## config.mk

```make
export PLATFORM = sky130hd
export DESIGN_NAME = tdp_datapath
export DESIGN_NICKNAME = d
export VERILOG_FILES = /design/src/hdl/tdp_pkg.sv /design/src/hdl/tdp_rem.sv /design/src/hdl/tdp_datapath.sv
export SDC_FILE = /design/constraint.sdc
export NUM_CORES = 1
export LEC_CHECK = 0
export ABC_AREA = 1
export BUFFER_PORTS_ARGS = -buffer_cell sky130_fd_sc_hd__buf_2
export CAP_MARGIN = 10
export CORE_UTILIZATION = 58
export CTS_CLUSTER_SIZE = 40
export DETAILED_ROUTE_END_ITERATION = 8
export GPL_TIMING_DRIVEN = 0
export PLACE_DENSITY = 0.75
export SYNTH_ARGS = -nofsm -noshare
export SYNTH_HDL_FRONTEND = slang
export SYNTH_SLANG_ARGS = --single-unit
export TNS_END_PERCENT = 30
```

## constraint.sdc

```tcl
create_clock -name clk -period 2.5 [get_ports clk]
set_clock_uncertainty 0.2 [all_clocks]
set_input_delay 0.125 -clock clk [delete_from_list [all_inputs] [get_ports clk]]
set_output_delay 0.125 -clock clk [all_outputs]
set_load 0.1 [all_outputs]
```

## src/hdl/tdp_pkg.sv

```systemverilog
// ----------------------------------------------------------------------------
// tdp_pkg
// Shared types and constants for the trial division prime test.
// ----------------------------------------------------------------------------
package tdp_pkg;

	// divisor sequence: 3 first, then 5, 7, 11, 13, ... stepping by 2 and 4
	localparam int FIRST_DIVISOR  = 3;
	localparam int FIRST_SQUARE   = 9;
	localparam int SECOND_DIVISOR = 5;
	localparam int SECOND_SQUARE  = 25;
	localparam int SMALL_STEP     = 2;
	localparam int LARGE_STEP     = 4;

	// commands from controller to datapath
	typedef struct packed {
		logic load;       // capture the number
		logic init;       // divisor to its first value
		logic div_start;  // start a remainder
		logic advance;    // move to the next divisor
	} tdp_cmd_t;

	// status from datapath to controller
	typedef struct packed {
		logic lt2;        // number is zero or one
		logic is23;       // number is two or three
		logic even;
		logic sq_gt;      // divisor squared exceeds the number
		logic div_done;   // remainder ready this cycle
		logic rem_zero;
	} tdp_status_t;

endpackage

```

## src/hdl/tdp_rem.sv

```systemverilog
// ----------------------------------------------------------------------------
// tdp_rem
// Restoring remainder unit, one dividend bit per cycle.
// ----------------------------------------------------------------------------
module tdp_rem #(
	parameter int VALUE_WIDTH = 32
) (
	input  logic                   clk,
	input  logic                   arst_n,
	input  logic                   start,
	input  logic [VALUE_WIDTH-1:0] dividend,
	input  logic [VALUE_WIDTH-1:0] divisor,
	output logic                   done,
	output logic                   rem_zero
);

	localparam int CW = $clog2(VALUE_WIDTH);

	logic [VALUE_WIDTH-1:0] sh_q;
	logic [VALUE_WIDTH-1:0] rem_q;
	logic [VALUE_WIDTH-1:0] dvs_q;
	logic [CW-1:0]          cnt_q;
	logic                   busy_q;
	logic                   done_q;
	logic [VALUE_WIDTH:0]   trial;
	logic [VALUE_WIDTH:0]   diff;

	assign trial = {rem_q, sh_q[VALUE_WIDTH-1]};
	assign diff  = trial - {1'b0, dvs_q};

	always_ff @(posedge clk or negedge arst_n) begin
		if (!arst_n) begin
			busy_q <= 1'b0;
			done_q <= 1'b0;
			cnt_q  <= '0;
		end else begin
			done_q <= !start && busy_q && (cnt_q == CW'(VALUE_WIDTH - 1));
			if (start) begin
				busy_q <= 1'b1;
				cnt_q  <= '0;
			end else if (busy_q) begin
				cnt_q <= cnt_q + CW'(1);
				if (cnt_q == CW'(VALUE_WIDTH - 1)) begin
					busy_q <= 1'b0;
				end
			end
		end
	end

	always_ff @(posedge clk) begin
		if (start) begin
			sh_q  <= dividend;
			rem_q <= '0;
			dvs_q <= divisor;
		end else if (busy_q) begin
			sh_q <= {sh_q[VALUE_WIDTH-2:0], 1'b0};
			// partial remainder stays below the divisor, so it fits
			if (trial >= {1'b0, dvs_q}) begin
				rem_q <= diff[VALUE_WIDTH-1:0];
			end else begin
				rem_q <= trial[VALUE_WIDTH-1:0];
			end
		end
	end

	assign done     = done_q;
	assign rem_zero = (rem_q == '0);

endmodule

```

## src/hdl/tdp_datapath.sv

```systemverilog
// ----------------------------------------------------------------------------
// tdp_datapath
// Number, divisor and running divisor square, plus the remainder unit.
// ----------------------------------------------------------------------------
module tdp_datapath
	import tdp_pkg::*;
#(
	parameter int VALUE_WIDTH = 32
) (
	input  logic                   clk,
	input  logic                   arst_n,
	input  logic [VALUE_WIDTH-1:0] number,
	input  tdp_cmd_t               cmd,
	output tdp_status_t            status
);

	localparam int SQ_W = VALUE_WIDTH + 2;

	logic [VALUE_WIDTH-1:0] n_q;
	logic [VALUE_WIDTH-1:0] d_q;
	logic [SQ_W-1:0]        sq_q;
	logic                   first_q;
	logic                   large_q;
	logic [SQ_W-1:0]        d_ext;
	logic                   div_done;
	logic                   rem_zero;

	assign d_ext = SQ_W'(d_q);

	always_ff @(posedge clk) begin
		if (cmd.load) begin
			n_q <= number;
		end
		if (cmd.init) begin
			d_q     <= VALUE_WIDTH'(FIRST_DIVISOR);
			sq_q    <= SQ_W'(FIRST_SQUARE);
			first_q <= 1'b1;
			large_q <= 1'b0;
		end else if (cmd.advance) begin
			if (first_q) begin
				d_q     <= VALUE_WIDTH'(SECOND_DIVISOR);
				sq_q    <= SQ_W'(SECOND_SQUARE);
				first_q <= 1'b0;
				large_q <= 1'b0;
			end else if (large_q) begin
				// (d+4)^2 = d^2 + 8d + 16
				d_q     <= d_q + VALUE_WIDTH'(LARGE_STEP);
				sq_q    <= sq_q + (d_ext << 3) + SQ_W'(LARGE_STEP * LARGE_STEP);
				large_q <= 1'b0;
			end else begin
				// (d+2)^2 = d^2 + 4d + 4
				d_q     <= d_q + VALUE_WIDTH'(SMALL_STEP);
				sq_q    <= sq_q + (d_ext << 2) + SQ_W'(SMALL_STEP * SMALL_STEP);
				large_q <= 1'b1;
			end
		end
	end

	tdp_rem #(
		.VALUE_WIDTH(VALUE_WIDTH)
	) u_rem (
		.clk      (clk),
		.arst_n   (arst_n),
		.start    (cmd.div_start),
		.dividend (n_q),
		.divisor  (d_q),
		.done     (div_done),
		.rem_zero (rem_zero)
	);

	always_comb begin
		status.lt2      = (n_q < VALUE_WIDTH'(2));
		status.is23     = (n_q == VALUE_WIDTH'(2)) || (n_q == VALUE_WIDTH'(3));
		status.even     = ~n_q[0];
		status.sq_gt    = (sq_q > SQ_W'(n_q));
		status.div_done = div_done;
		status.rem_zero = rem_zero;
	end

endmodule

```

After elaboration in Yosys (flattened, before gate mapping)
Index checks and enable logic that the tools add are counted.
- register bits after elaboration: 203
- latch bits: 0
- bits in writable memories: 0
- bits in read-only memories: 0
- output and inout bits: 6
- memories: 0
- $add $sub $neg: 8
- multipliers: 0
- div/mod/pow operators: 0
- $lt $le $gt $ge: 3
- eq/ne operators: 3
- shift operators: 0
- multiplexer cells: 14
- bitwise logic cells: 1
- reductions and logical operators: 6
- operators by type and width (cell ; count):
    32-bit 2-to-1 mux ; 5
    34-bit adder ; 2
    34-bit 2-to-1 mux ; 2
    32-bit by 2-bit == test with 1-bit output, second input constant ; 2
    34-bit by 3-bit adder with 34-bit output, second input constant ; 1
    34-bit by 5-bit adder with 34-bit output, second input constant ; 1
    34-bit by 32-bit greater-than comparator with 1-bit output ; 1
    33-bit by 32-bit >= comparator with 1-bit output ; 1
    32-bit by 2-bit adder with 32-bit output, second input constant ; 1
    32-bit by 3-bit adder with 32-bit output, second input constant ; 1
    32-bit logical NOT ; 1
    32-bit by 2-bit less-than comparator with 1-bit output, second input constant ; 1
    32-bit subtractor ; 1
    5-bit 2-to-1 mux ; 2
    5-bit by 1-bit adder with 5-bit output, second input constant ; 1
    5-bit == test, second input constant ; 1
    1-bit 2-to-1 mux ; 5
    1-bit logical AND ; 2
    2-bit nonzero test ; 1
    1-bit logical NOT ; 1
    1-bit logical OR ; 1
    1-bit NOT ; 1

Depth between registers and ports, before layout
- depth after elaboration: 4
- gate-level depth with buffers: 20
- depth with buffers taken out: 20

Modules after synthesis
A second synthesis with hierarchy kept.
- cells, all modules: 2644
- area, all modules: 17143.9 um2
- modules (own cells, without submodules) (module ; times used ; cells each ; area each (um2)):
    tdp_datapath ; 1 ; 1677 ; 10341.2
    tdp_rem ; 1 ; 967 ; 6802.8

Worst setup path after synthesis
No wires, ideal clock.
- path kind: register -> register
- start point: register d_q[1]
- end point: register sq_q[32]
- library setup time: 110 ps
- arrival: 2297 ps
- data required time: 2190 ps
- path slack: -108 ps
- stages on the path, launching flop included: 21
- buffers on the path: 0
- cell sequence: dfxtp_1 > inv_1 > ha_1 > inv_1 > ha_1 > inv_1 > fa_1 > inv_1 > nand3_1 > nand3_1 > nand2_1 > nand2_1 > nand2_1 > nand2_1 > nand2_1 > nand2_1 > nand2_1 > nand3_1 > nand3_1 > nand2_1 > inv_1
- cells in the longest elaborated chain, start to end: 4
- elaborated cells on any way between the ends: 6
- ends and longest elaborated chain (what ; RTL line ; RTL):
    start: declaration ; tdp_datapath.sv:20 ; logic [VALUE_WIDTH-1:0] d_q;
    start signal: assignment ; tdp_datapath.sv:35 ; d_q <= VALUE_WIDTH'(FIRST_DIVISOR);
    start signal: assignment ; tdp_datapath.sv:41 ; d_q <= VALUE_WIDTH'(SECOND_DIVISOR);
    start signal: assignment ; tdp_datapath.sv:47 ; d_q <= d_q + VALUE_WIDTH'(LARGE_STEP);
    34-bit adder (on tied branches) ; tdp_datapath.sv:53, tdp_datapath.sv:48 ;
    34-bit by 3-bit adder with 34-bit output or 34-bit by 5-bit adder with 34-bit output (tied branches) ; tdp_datapath.sv:53, tdp_datapath.sv:48 ;
    34-bit 2-to-1 mux (*) ; tdp_datapath.sv:45 ; end else if (large_q) begin
    34-bit 2-to-1 mux (*) ; tdp_datapath.sv:40 ; if (first_q) begin
    end signal: assignment ; tdp_datapath.sv:42 ; sq_q <= SQ_W'(SECOND_SQUARE);
    end signal: assignment ; tdp_datapath.sv:48 ; sq_q <= sq_q + (d_ext << 3) + SQ_W'(LARGE_STEP * LARGE_STEP);
    end signal: assignment ; tdp_datapath.sv:53 ; sq_q <= sq_q + (d_ext << 2) + SQ_W'(SMALL_STEP * SMALL_STEP);
    end: declaration ; tdp_datapath.sv:21 ; logic [SQ_W-1:0] sq_q;
Mark *: on every way between the ends. The rest lies on a longest branch, timed or not.
A chain may end at the register's enable or synchronous reset.

==> summary.txt <==
Run status
  – Status: finished, violations left
  – Failing checks: design-rule violations, negative setup slack

Drt
  – Routed Antenna Nets: 0
  – Detailed Routing Iterations Pass 1: 9
  – 1st-iter DRT viols: 2393
  – Uppermost layer routed: met4
  – Post-DR vias/cell: 6.14
  – Detailed Route WL: 63400 um
  – M1 WL: 22100 um
  – Routed len/inst: 21.4 um
  – Total length of routed met3 wires: 6060 um
  – Met2 wire len: 29400 um
  – # DRC: 2
  – Via count: 18200

Place
  – Detailed Place HPWL: 42500 um
  – Dpl cell area: 17000 um^2
  – I/O Buffers: 43
  – Placer congestion estimate: 1.03

Logic synthesis
  – Yosys cell types: 49
  – EDFF count, synth: 96
  – Number of warnings issued by yosys: 0
  – Mapped Nets: 2628
  – Sequential area share after synthesis: 30.8%
  – Netlist Area Pre-Place: 16300 um^2
  – Number of synthesized register bits: 201
  – Post-Syn Instances: 2400
  – Ys async rst share: 3.48%
  – Top_reg_cell synth: dfxtp_1
  – Syn_area_per_cell: 6.79 um^2

CTS
  – Clk pin slew, worst setup/hold paths: 0.07 ns
  – H-tree depth: 1
  – Root Driver: clkbuf_16
  – CTS Buf Count: 24
  – Clock Latency Late Sink: 0.54 ns
  – CTS tree: yes
  – Sink Count: 201
  – Longest Clk Path Bufs: 3

Timing
  – Pin slew with the least headroom to its limit: 0.986 ns
  – Fin. max-slew vios: 0
  – Final hold vios: 0
  – Fin crit share: 121%
  – RSZ-0062 raised after global routing: yes
  – Max Clock Freq: 332 MHz
  – Headroom to the max-slew limit: 34.3%
  – Min Clock Period, post-route: 3.01 ns
  – Setup Viol. Count Final: 33
  – Setup tns final: -4.76 ns
  – PnR worst setup slack: -0.514 ns

GRT
  – Initial antenna violation count: 2
  – GRT Total Usage: 40.7%
  – Overflow after GRT: 0
  – Number of global-route vias before repair: 16800
  – Largest net degree at the start of global routing: 39
  – Global-route wire length before repair: 89500 um

Pwr
  – Pwr Total: 13.7 mW
  – Power per Cell Area: 649 nW/um^2
  – Worst VDD drop: 0.566 mV
  – Static Leak: 9.83 nW

Floorplanning
  – Initial core utilization: 59.8%
  – Die height: 170 um
  – Die width: 170 um
  – Die footprint: 28800 um^2
  – Core area: 27300 um^2
  – Num ports: 44
  – Site row count: 60

Worst setup path
  – CP Capture Type: primary output
  – Crit Path Class: register to primary output
  – Reg-to-reg slack, setup: -0.25 ns
  – CP Launch Type: register
  – Worst EP arrival: 2.69 ns
  – Crit path max fanout: 3
  – Critical Path RT: 2.17 ns

Cells and area
  – Final #Nets: 2795
  – Post-layout util: 77.3%
  – Area delta synth->final: 29.3%
  – Share of cells above drive strength 1: 22.9%
  – Cell area after layout: 21100 um^2

Hold path
  – Worst min-delay path category: primary input to register

Flow run
  – Max Cap Viol: 0
-- kinds of logic after synthesis --
family	Yosys count	share of synthesized area, %
AOI/OAI and AO/OA	343	11.1
xor gates and xnor gates	33	1.77
adders and majority gates	190	14.7
buffers and inverters	429	10.1
DFF	201	30.8
and+or+nand+nor	1204	31.5
-- final timing paths --
check                      cells after the start  startpoint        endpoint
max                                           11      n_q[9]       status[2]
min                                            1      cmd[1]  u_rem.dvs_q[3]
max reg2reg                                   20      d_q[1]        sq_q[32]
min reg2reg                                    0     sq_q[0]  u_rem.dvs_q[0]
max in group asynchronous                      3      arst_n  u_rem.cnt_q[3]
min in group asynchronous                      3      arst_n    u_rem.busy_q
-- sequential cells by signal, indices dropped and copies added (netlist names) --
register and cells:
u_rem.cnt_q 5, u_rem.dvs_q 32, u_rem.busy_q 1, u_rem.done 1
first_q 1, n_q 32, large_q 1, sq_q 33
u_rem.rem_q 32, u_rem.sh_q 32, d_q 31
-- worst max-delay path: stages, from the launching register on --
cell	delay, ns
edfxtp_1	0.39
inv_1	0.10
ha_1	0.40
nand4_1	0.28
o21ai_1	0.33
nand2_1	0.11
nand2_1	0.08
nand2_1	0.08
nand3_2	0.08
nand2_1	0.06
inv_2	0.07
buf_12	0.17
-- timing repair --
item                                    in CTS  in global routing
hold buffers                                39                  0
hold endpoints to repair                    62                  0
setup buffers                               34                 25
endpoints found under the setup margin      63                 65
pin swaps                                   56                 79
resized for setup                          345                220
-- cell type report --
| cell class | count | area [um^2] |
|---|---|---|
| Timing Repair Buffer | 141 | 1130 |
| Sequential cell | 201 | 5180 |
| Clock inverter | 15 | 185 |
| Fill cell | 1914 | 6190 |
| Clock buffer | 29 | 619 |
| Antenna cell | 2 | 5.00 |
| Buffer | 38 | 219 |
| Multi-Input combinational cell | 1770 | 11800 |
| Tap cell | 372 | 465 |
| Inverter | 391 | 1480 |
-- report_power, final --
part	internal, mW	switching (mW)
Clock	2.11	1.50
Combinational	2.36	3.55
Sequential	3.77	0.392
Total	8.24	5.44
-- stage by stage --
stage | instances | hold slack (ns) | setup WS (ns)
after floorplan | 2400 | -0.371 | 0.0121
final | 2959 | 0.0520 | -0.514
after detailed placement | 2816 | -0.237 | -0.683
after global routing | 2957 | 0.0697 | -0.452
after global placement | 2815 | -0.242 | -1.11
after CTS | 2933 | 0.0353 | -0.109
-- cell usage in the layout (no fill, tap or decap), drive strengths merged, types with 3 or more instances in the layout --
cell type    count
nor2           200
a21oi          174
o21ai          136
nand2          705
inv            391
dfrtp            7
dlygate4sd3     38
fa               3
nand3b          14
dfxtp           98
o22ai            3
nand4           42
xnor2           27
o211ai           5
xor2             6
nor4            17
nor3            31
o21a             4
a211oi           3
clkinv          11
or2              6
a31oi            3
clkbuf          54
ha             187
nand3          183
buf            115
edfxtp          96
and2             3
o21bai           6
bufinv           3
-- per-layer routing --
| layer | vias up | global-route usage [%] |
|---|---|---|
| met5 | - | 0 |
| met4 | 0 | 30.6 |
| met3 | 432 | 5.83 |
| met2 | 1284 | 69.6 |
| met1 | 8242 | 46.1 |
| li1 | 8196 | - |
-- cells in the mapped netlist, types with 17 or more instances --
cell type | number | area [um^2]
nand2_1 | 702 | 2640
inv_1 | 389 | 1460
nor2_1 | 191 | 717
ha_1 | 187 | 2340
a21oi_1 | 174 | 871
nand3_1 | 174 | 871
o21ai_0 | 117 | 586
dfxtp_1 | 98 | 1960
edfxtp_1 | 96 | 2880
nand4_1 | 42 | 263
nor3_1 | 31 | 155
xnor2_1 | 27 | 236
clkbuf_1 | 25 | 93.8
o21ai_1 | 19 | 95.1
nor4_1 | 17 | 106
Note: power is estimated with default switching activity, not from simulation.
